[src/rtl/tfns_pkg.sv]
// shared types, constants and the case-folding function of the fuzzy name scorer
package tfns_pkg;

   localparam int CHAR_W  = 8;
   localparam int SCORE_W = 10;
   localparam int KIND_W  = 3;
   localparam int CSR_IDX_W = 3;
   localparam int CSR_DATA_W = 64;
   localparam int QLEN_W = 6;

   // register indexes
   localparam logic [CSR_IDX_W-1:0] REG_QUERY_A      = 3'd0;
   localparam logic [CSR_IDX_W-1:0] REG_QUERY_LENGTH = 3'd4;

   // match kinds
   localparam logic [KIND_W-1:0] KIND_NONE   = 3'd0;
   localparam logic [KIND_W-1:0] KIND_SUBSEQ = 3'd1;
   localparam logic [KIND_W-1:0] KIND_SUBSTR = 3'd2;
   localparam logic [KIND_W-1:0] KIND_PREFIX = 3'd3;
   localparam logic [KIND_W-1:0] KIND_EXACT  = 3'd4;

   // scores
   localparam logic [SCORE_W-1:0] SCORE_EXACT  = 10'd1000;
   localparam logic [SCORE_W-1:0] SCORE_PREFIX = 10'd500;
   localparam logic [SCORE_W-1:0] SCORE_SUBSTR = 10'd200;
   localparam logic [SCORE_W-1:0] SCORE_NONE   = 10'd0;

   typedef struct packed {
      logic              fire;
      logic [CHAR_W-1:0] name_byte;
      logic              last;
   } step_type;

   typedef struct packed {
      logic [SCORE_W-1:0] score;
      logic [KIND_W-1:0]  kind;
   } result_type;

   // ascii upper case to lower case, other bytes unchanged
   function automatic logic [CHAR_W-1:0] fold_char(input logic [CHAR_W-1:0] c);
      logic [CHAR_W-1:0] r;
      r = c;
      if (c >= 8'h41 && c <= 8'h5A) begin
         r = c + 8'h20;
      end
      return r;
   endfunction

endpackage

[src/rtl/tfns_csr.sv]
// query register file: folded query characters and clamped query length
module tfns_csr #(
   parameter int QUERY_MAX = 32
) (
   input  logic                                    clock,
   input  logic                                    reset,
   input  logic                                    csr_write,
   input  logic [tfns_pkg::CSR_IDX_W-1:0]          csr_index,
   input  logic [tfns_pkg::CSR_DATA_W-1:0]         csr_data,
   output logic [QUERY_MAX-1:0][tfns_pkg::CHAR_W-1:0] query_chars,
   output logic [$clog2(QUERY_MAX+1)-1:0]          active_len
);

   localparam int LEN_W = $clog2(QUERY_MAX + 1);

   logic [QUERY_MAX-1:0][tfns_pkg::CHAR_W-1:0] query_ff, query_in;
   logic [tfns_pkg::QLEN_W-1:0]                 length_ff, length_in;

   always_comb begin
      query_in  = query_ff;
      length_in = length_ff;
      if (csr_write) begin
         for (int i = 0; i < QUERY_MAX; i++) begin
            if (csr_index == tfns_pkg::REG_QUERY_A + tfns_pkg::CSR_IDX_W'(i >> 3)) begin
               query_in[i] = tfns_pkg::fold_char(csr_data[8*(i & 7) +: 8]);
            end
         end
         if (csr_index == tfns_pkg::REG_QUERY_LENGTH) begin
            length_in = csr_data[tfns_pkg::QLEN_W-1:0];
         end
      end
   end

   always_ff @(posedge clock) begin
      if (reset) begin
         query_ff  <= '0;
         length_ff <= '0;
      end else begin
         query_ff  <= query_in;
         length_ff <= length_in;
      end
   end

   assign query_chars = query_ff;

   // lengths beyond the storage clamp to it
   assign active_len = (length_ff > tfns_pkg::QLEN_W'(QUERY_MAX)) ?
                       LEN_W'(QUERY_MAX) : LEN_W'(length_ff);

endmodule

[src/rtl/tfns_match.sv]
// per-name match state: shift-and window, prefix flag, length and subsequence index
module tfns_match #(
   parameter int QUERY_MAX = 32
) (
   input  logic                                        clock,
   input  logic                                        reset,
   input  tfns_pkg::step_type                          step,
   input  logic [QUERY_MAX-1:0][tfns_pkg::CHAR_W-1:0]  query_chars,
   input  logic [$clog2(QUERY_MAX+1)-1:0]              active_len,
   output tfns_pkg::result_type                        result
);

   localparam int IDX_W = $clog2(QUERY_MAX);
   localparam int LEN_W = $clog2(QUERY_MAX + 1);
   localparam int CNT_W = $clog2(QUERY_MAX + 2);

   logic [QUERY_MAX-1:0] hits_ff, hits_in, hits_next;
   logic                 substr_ff, substr_in, substr_next;
   logic                 prefix_ff, prefix_in, prefix_next;
   logic [CNT_W-1:0]     count_ff, count_in, count_next;
   logic [LEN_W-1:0]     subseq_ff, subseq_in, subseq_next;

   logic [tfns_pkg::CHAR_W-1:0] name_char;
   logic [QUERY_MAX-1:0]        eq;
   logic [IDX_W-1:0]            tail_idx;
   logic [CNT_W-1:0]            len_cnt;
   logic [tfns_pkg::SCORE_W-1:0] subseq_score;

   assign name_char = tfns_pkg::fold_char(step.name_byte);

   // compare the byte with every active query character
   always_comb begin
      for (int i = 0; i < QUERY_MAX; i++) begin
         eq[i] = (LEN_W'(i) < active_len) && (query_chars[i] == name_char);
      end
   end

   assign tail_idx = IDX_W'(active_len - 1'b1);
   assign len_cnt  = CNT_W'(active_len);

   always_comb begin
      hits_next   = {hits_ff[QUERY_MAX-2:0], 1'b1} & eq;
      substr_next = substr_ff | ((active_len != '0) && hits_next[tail_idx]);

      prefix_next = prefix_ff;
      if ((count_ff < len_cnt) && !eq[count_ff[IDX_W-1:0]]) begin
         prefix_next = 1'b0;
      end

      subseq_next = subseq_ff;
      if ((subseq_ff < active_len) && eq[subseq_ff[IDX_W-1:0]]) begin
         subseq_next = subseq_ff + 1'b1;
      end

      count_next = count_ff;
      if (count_ff < CNT_W'(QUERY_MAX + 1)) begin
         count_next = count_ff + 1'b1;
      end
   end

   // ten per query character
   assign subseq_score = tfns_pkg::SCORE_W'({active_len, 3'b000}) +
                         tfns_pkg::SCORE_W'({active_len, 1'b0});

   always_comb begin
      result.score = tfns_pkg::SCORE_NONE;
      result.kind  = tfns_pkg::KIND_NONE;
      if (active_len != '0) begin
         priority if (prefix_next && count_next == len_cnt) begin
            result.score = tfns_pkg::SCORE_EXACT;
            result.kind  = tfns_pkg::KIND_EXACT;
         end else if (prefix_next && count_next > len_cnt) begin
            result.score = tfns_pkg::SCORE_PREFIX;
            result.kind  = tfns_pkg::KIND_PREFIX;
         end else if (substr_next) begin
            result.score = tfns_pkg::SCORE_SUBSTR;
            result.kind  = tfns_pkg::KIND_SUBSTR;
         end else if (subseq_next == active_len) begin
            result.score = subseq_score;
            result.kind  = tfns_pkg::KIND_SUBSEQ;
         end else begin
            result.score = tfns_pkg::SCORE_NONE;
            result.kind  = tfns_pkg::KIND_NONE;
         end
      end
   end

   // last byte returns the state to its start values
   always_comb begin
      hits_in   = hits_ff;
      substr_in = substr_ff;
      prefix_in = prefix_ff;
      count_in  = count_ff;
      subseq_in = subseq_ff;
      if (step.fire) begin
         if (step.last) begin
            hits_in   = '0;
            substr_in = 1'b0;
            prefix_in = 1'b1;
            count_in  = '0;
            subseq_in = '0;
         end else begin
            hits_in   = hits_next;
            substr_in = substr_next;
            prefix_in = prefix_next;
            count_in  = count_next;
            subseq_in = subseq_next;
         end
      end
   end

   always_ff @(posedge clock) begin
      if (reset) begin
         hits_ff   <= '0;
         substr_ff <= 1'b0;
         prefix_ff <= 1'b1;
         count_ff  <= '0;
         subseq_ff <= '0;
      end else begin
         hits_ff   <= hits_in;
         substr_ff <= substr_in;
         prefix_ff <= prefix_in;
         count_ff  <= count_in;
         subseq_ff <= subseq_in;
      end
   end

endmodule

[src/rtl/tiered_fuzzy_name_scorer_core.sv]
// top level of the tiered fuzzy name scorer
// order: a name byte is scored by the match stage from the input register, and a final byte's score is loaded
//   into the result register that drives rsp_valid; throughput: one name byte per cycle,
//   set by the single match stage and result register; a final byte waits while that is full and not being emptied
// reset: synchronous, clears query registers, per-name state and both valid flags
module tiered_fuzzy_name_scorer_core #(
   parameter int QUERY_MAX = 32
) (
   input  logic                                clock,
   input  logic                                reset,
   // name byte channel
   input  logic                                req_valid,
   output logic                                req_ready,
   input  logic [tfns_pkg::CHAR_W-1:0]         req_name_byte,
   input  logic                                req_name_end,
   // score channel
   output logic                                rsp_valid,
   input  logic                                rsp_ready,
   output logic [tfns_pkg::SCORE_W-1:0]        rsp_score,
   output logic [tfns_pkg::KIND_W-1:0]         rsp_match_kind,
   // configuration write channel
   input  logic                                csr_valid,
   output logic                                csr_ready,
   input  logic [tfns_pkg::CSR_IDX_W-1:0]      csr_index,
   input  logic [tfns_pkg::CSR_DATA_W-1:0]     csr_data
);

   localparam int LEN_W = $clog2(QUERY_MAX + 1);

   // input register
   logic                        in_valid_ff, in_valid_in;
   logic [tfns_pkg::CHAR_W-1:0] in_byte_ff, in_byte_in;
   logic                        in_end_ff, in_end_in;

   // result register
   logic                        out_valid_ff, out_valid_in;
   tfns_pkg::result_type        out_ff, out_in;

   logic                        step_fire;
   tfns_pkg::step_type          step;
   tfns_pkg::result_type        result;

   logic [QUERY_MAX-1:0][tfns_pkg::CHAR_W-1:0] query_chars;
   logic [LEN_W-1:0]                           active_len;

   // registers are always writable
   assign csr_ready = 1'b1;

   tfns_csr #(
      .QUERY_MAX (QUERY_MAX)
   ) u_csr (
      .clock       (clock),
      .reset       (reset),
      .csr_write   (csr_valid & csr_ready),
      .csr_index   (csr_index),
      .csr_data    (csr_data),
      .query_chars (query_chars),
      .active_len  (active_len)
   );

   // a byte that is not the last never needs the result register, so it always moves on;
   // a final byte moves on once the result register is empty or being emptied
   assign step_fire = in_valid_ff && (!in_end_ff || !out_valid_ff || rsp_ready);

   // the input register takes a new byte whenever its current one moves on
   assign req_ready = !in_valid_ff || step_fire;

   always_comb begin
      step.fire      = step_fire;
      step.name_byte = in_byte_ff;
      step.last      = in_end_ff;
   end

   tfns_match #(
      .QUERY_MAX (QUERY_MAX)
   ) u_match (
      .clock       (clock),
      .reset       (reset),
      .step        (step),
      .query_chars (query_chars),
      .active_len  (active_len),
      .result      (result)
   );

   always_comb begin
      in_valid_in = in_valid_ff;
      in_byte_in  = in_byte_ff;
      in_end_in   = in_end_ff;
      if (req_valid && req_ready) begin
         in_valid_in = 1'b1;
         in_byte_in  = req_name_byte;
         in_end_in   = req_name_end;
      end else if (step_fire) begin
         in_valid_in = 1'b0;
      end
   end

   always_comb begin
      out_valid_in = out_valid_ff;
      out_in       = out_ff;
      if (step_fire && in_end_ff) begin
         // load a fresh score, either into an empty register or over one being taken
         out_valid_in = 1'b1;
         out_in       = result;
      end else if (rsp_ready) begin
         out_valid_in = 1'b0;
      end
   end

   // control state
   always_ff @(posedge clock) begin
      if (reset) begin
         in_valid_ff  <= 1'b0;
         out_valid_ff <= 1'b0;
      end else begin
         in_valid_ff  <= in_valid_in;
         out_valid_ff <= out_valid_in;
      end
   end

   // payload, no reset needed
   always_ff @(posedge clock) begin
      in_byte_ff <= in_byte_in;
      in_end_ff  <= in_end_in;
      out_ff     <= out_in;
   end

   assign rsp_valid      = out_valid_ff;
   assign rsp_score      = out_ff.score;
   assign rsp_match_kind = out_ff.kind;

endmodule

[config.mk]
export PLATFORM = sky130hd
export DESIGN_NAME = tiered_fuzzy_name_scorer_core
export DESIGN_NICKNAME = d
export VERILOG_FILES = /design/src/rtl/tfns_pkg.sv /design/src/rtl/tfns_csr.sv /design/src/rtl/tfns_match.sv /design/src/rtl/tiered_fuzzy_name_scorer_core.sv
export SDC_FILE = /design/constraint.sdc
export NUM_CORES = 1
export LEC_CHECK = 0
export BUFFER_PORTS_ARGS = -buffer_cell sky130_fd_sc_hd__buf_4
export CELL_PAD_IN_SITES_DETAIL_PLACEMENT = 1
export CELL_PAD_IN_SITES_GLOBAL_PLACEMENT = 2
export CORE_MARGIN = 2
export CORE_UTILIZATION = 40
export DETAILED_ROUTE_END_ITERATION = 8
export GPL_ROUTABILITY_DRIVEN = 0
export PLACE_DENSITY_LB_ADDON = 0.1
export SYNTH_ARGS = -nofsm -noshare
export SYNTH_HDL_FRONTEND = slang
export SYNTH_SLANG_ARGS = --single-unit
[constraint.sdc]
create_clock -name clock -period 12.15 [get_ports clock]
set_input_delay 0 -clock clock [delete_from_list [all_inputs] [get_ports clock]]
set_output_delay 0 -clock clock [all_outputs]
set_load 0.01 [all_outputs]
==> results.md <==
- Nets@finish: roughly 2600
- RSZ-0062 raised after global routing: false
- CTS Buffer Depth: 3
- Pwr dens: around 130 nW/um^2
- Initial antenna violation count: 0
- Hold endpoint: u_csr.query_chars[15]$_SDFFE_PP0P_
- Pre-antenna DRT Iters: 5
- Number of routed nets with antenna violations: 0
- Leakage power: about 7.6 nW
- Clock Power Share: 0.449
- Most frequent cell after synthesis: nand2_1
- Logic pwr share: 0.128
- Clock latency on the worst-skew pair: 590 ps
- R2R cell count: 12
- Worst min-delay path category: input port to flop
- PortBufs: 94
- Hold Slack: slightly above 20 ps
- Ant. Diodes: 0
- Cell Chain, Critical Path: buf_4, nor3_2, a22oi_2, a21oi_2, o221ai_1, a221oi_1, a21oi_1, a22oi_1, a21boi_0, or4b_1, nor2_1, o41ai_1
- Post_cts resized: 0
- Layout Cells excl Fill: 3091
- Total wire length: approximately 80000 um
- Worst-Margin Slew: roughly 1200 ps
- Crit-path slowest cell: a21oi_2
- Setup WS post-layout: 6128 ps
- F_max: approximately 170 MHz
- Ys flop type: dfxtp_1
- Max-slew headroom: 0.2094
- Post-synth EDFFs: 21
- H-Tree Depth: 2
- Outcome: complete, no violations
- Layout cell share with drive strength beyond 1: 0.09823
- Worst-path clk slew: 60 ps
- Post-synth net total: 2509
- Share of the yosys chip area belonging to registers: 0.3641
- Required @ worst endpoint: between 10000 and 15000 ps
- Critical path startpoint category: flop
- Die W: between 200 and 250 um
- Met2 usage: 0.5263
- Met1 Usage GRT: 0.4486
- Crit-path max cell delay: between 1000 and 1500 ps
- Post-synth cell types: 97
- Fin util: 0.4696
- Area contributors post-synth: dfxtp_1, nand2_1, a21oi_1, xnor2_1, nor2_1
- GR Util met3: 0.04509
- Hold path cells: 4
- Crit path capture type: flop
- Reg power frac: 0.422
- Hold Violations, Final: 0
- Gr usage total: 0.3296
- Post-CTS Hold Buffers: ~70
- Max-cap violation count: 0
- Gr busiest metal: met2
- CP startpoint: in_byte_ff[0]$_DFFE_PP_
- Synth top cells by count: nand2_1, dfxtp_1, a21oi_1
- Area leader, netlist: dfxtp_1
- Yosys warnings: 0
- P&R area growth vs syn: 16.28%
- Net Sw Frac: 0.2828
- Setup Slack @ Placement: about 6400 ps
- Setup bufs post-CTS: 0
- Setup TNS: 0 ps
- Syn Inst Count: around 2400
- NetSw: a little under 0.8 mW
- Hold_sp: csr_data[14]
- Vias: between 15000 and 20000
- Die height: approximately 220 um
- Number of global-route vias before repair: roughly 19000
- Core box area: around 46000 um^2
- Clock Sinks: between 300 and 400
- Vias/cell: between 6 and 7
- Row cnt: about 80
- Synth Register Bits: 330
- CTS root buffer: clkbuf_16
- P_int: 1.952 mW
- Tcrit/Tclk final: 0.4957
- Setup-failing EPs final: 0
- WL per Instance: about 26 um
- Fin. max-slew vios: 0
- CP Data Arrival Time: approximately 6300 ps
- CTS Buf Count: 40
- Reg2reg setup slack: around 6000 ps
- Initial core utilization: 0.4039
- Die ar.: 48550 um^2
- Largest net degree at the start of global routing: around 150
- CTS tree: done
- Skew final: just over 20 ps
- Io pins: between 90 and 100
- DR iter-0 viols: around 1500
- Netlist Area Pre-Place: 18720 um^2
- Hpwl dp: 55310 um
- Worst VDD drop: roughly 0.00011 V
- Avg Inst Size Synth: just under 8 um^2
- Reg-to-Reg End: rsp_score[2]$_SDFFCE_PP0P_
- First-pass GRT wire length: about 120000 um
- Critical path class: flop to flop
- Reg2reg start: in_byte_ff[0]$_DFFE_PP_
- Critical Path Fanout Max: 35
- Synth top area share: 0.3304
- DRC Markers: 0
- Inst Count DP: 2948
- Synth async-reset ratio: 0
- Grt ovf: 0
- Minimum clock period: 6022 ps
==> power groups by stage <==
stage | Sequential (mW) | Clock, mW | Combinational [mW]
finish | 1.15 | 1.22 | 0.349
global route | 1.15 | 1.29 | 0.375
CTS | 1.15 | 1.24 | 0.345
detailed placement | 1.17 | 0 | 0.325
global placement | 1.17 | 0 | 0.318
floorplan | 1.16 | 0 | 0.203
==> per-stage QoR <==
stage	total power [mW]	cell area (um^2)
final	2.722	21770
after global routing	2.816	21770
after CTS	2.734	21770
after detailed placement	1.498	19710
after global placement	1.490	19700
after floorplan	1.363	18720
==> registers in the layout, summed over array words and instances (netlist names), 3 cells and up <==
| register | count |
|---|---|
| in_byte_ff | 8 |
| rsp_match_kind | 3 |
| rsp_score | 9 |
| u_csr.length_ff | 6 |
| u_csr.query_chars | 256 |
| u_match.count_ff | 6 |
| u_match.hits_ff | 31 |
| u_match.subseq_ff | 6 |
==> worst max-delay path: cells and delay by family (launching register included) <==
family                 cells  cell delay (ps)
AOI/OAI and AO/OA          8             3350
buffers and inverters      1              330
DFF                        1              360
and+or+nand+nor            3             1640
==> cell families after synthesis <==
group | Yosys count | synth area share
adder cells (fa/ha/maj) | 35 | 0.02379
multiplexers | 16 | 0.008554
AO/OA/AOI/OAI | 626 | 0.2263
other | 2 | 0.0004011
flip-flops | 330 | 0.3641
XOR/XNOR | 197 | 0.09215
AND/OR/NAND/NOR | 954 | 0.2321
buffers and inverters | 233 | 0.05259
==> final cells by class <==
type / instances / area [um^2]
multi-input combinational: 1830 / 10950
inverter: 49 / 183.9
timing repair buffer: 204 / 1722
sequential: 330 / 6817
fill: 5575 / 24590
tap: 607 / 759.5
clock buffer: 56 / 1192
clock inverter: 15 / 148.9
==> worst max-delay path by stage <==
stage | endpoint | slack [ps] | depth (start not counted)
floorplan | rsp_match_kind[0]$_SDFFCE_PP0P_ | 7940 | 19
detailed placement | rsp_score[2]$_SDFFCE_PP0P_ | 6410 | 12
CTS | rsp_score[2]$_SDFFCE_PP0P_ | 6330 | 12
global placement | rsp_match_kind[0]$_SDFFCE_PP0P_ | 6430 | 13
finish | rsp_score[2]$_SDFFCE_PP0P_ | 6130 | 12
global route | rsp_score[2]$_SDFFCE_PP0P_ | 5810 | 11
==> metal layers <==
layer	vias up	share of wire
met5	-	0
met3	179	0.064
met4	0	0.039
li1	8622	-
met1	9446	0.44
met2	701	0.46
==> layout by cell type, fill, tap and decap left out, types with 10 or more instances in the layout <==
master / instances
ha_1: 34
a31oi_1: 19
a2111oi_0: 16
and3_1: 15
a22oi_1: 20
nor4_1: 19
mux2i_1: 16
buf_4: 130
nand2_1: 416
nand4_1: 34
o21ai_0: 42
dlygate4sd3_1: 72
nor2_1: 240
a221oi_1: 10
nor4b_1: 12
dfxtp_1: 309
a21o_1: 20
o311ai_0: 12
or3_1: 16
a211oi_1: 97
or4_1: 11
o211ai_1: 10
o2111ai_1: 13
edfxtp_1: 21
inv_1: 46
clkbuf_8: 11
clkbuf_16: 41
nor3_1: 52
a21oi_1: 245
xnor2_1: 106
xor2_1: 91
nand3_1: 57
o22ai_1: 20
nor2b_1: 15
No activity file was read; power rests on OpenSTA's default activity.
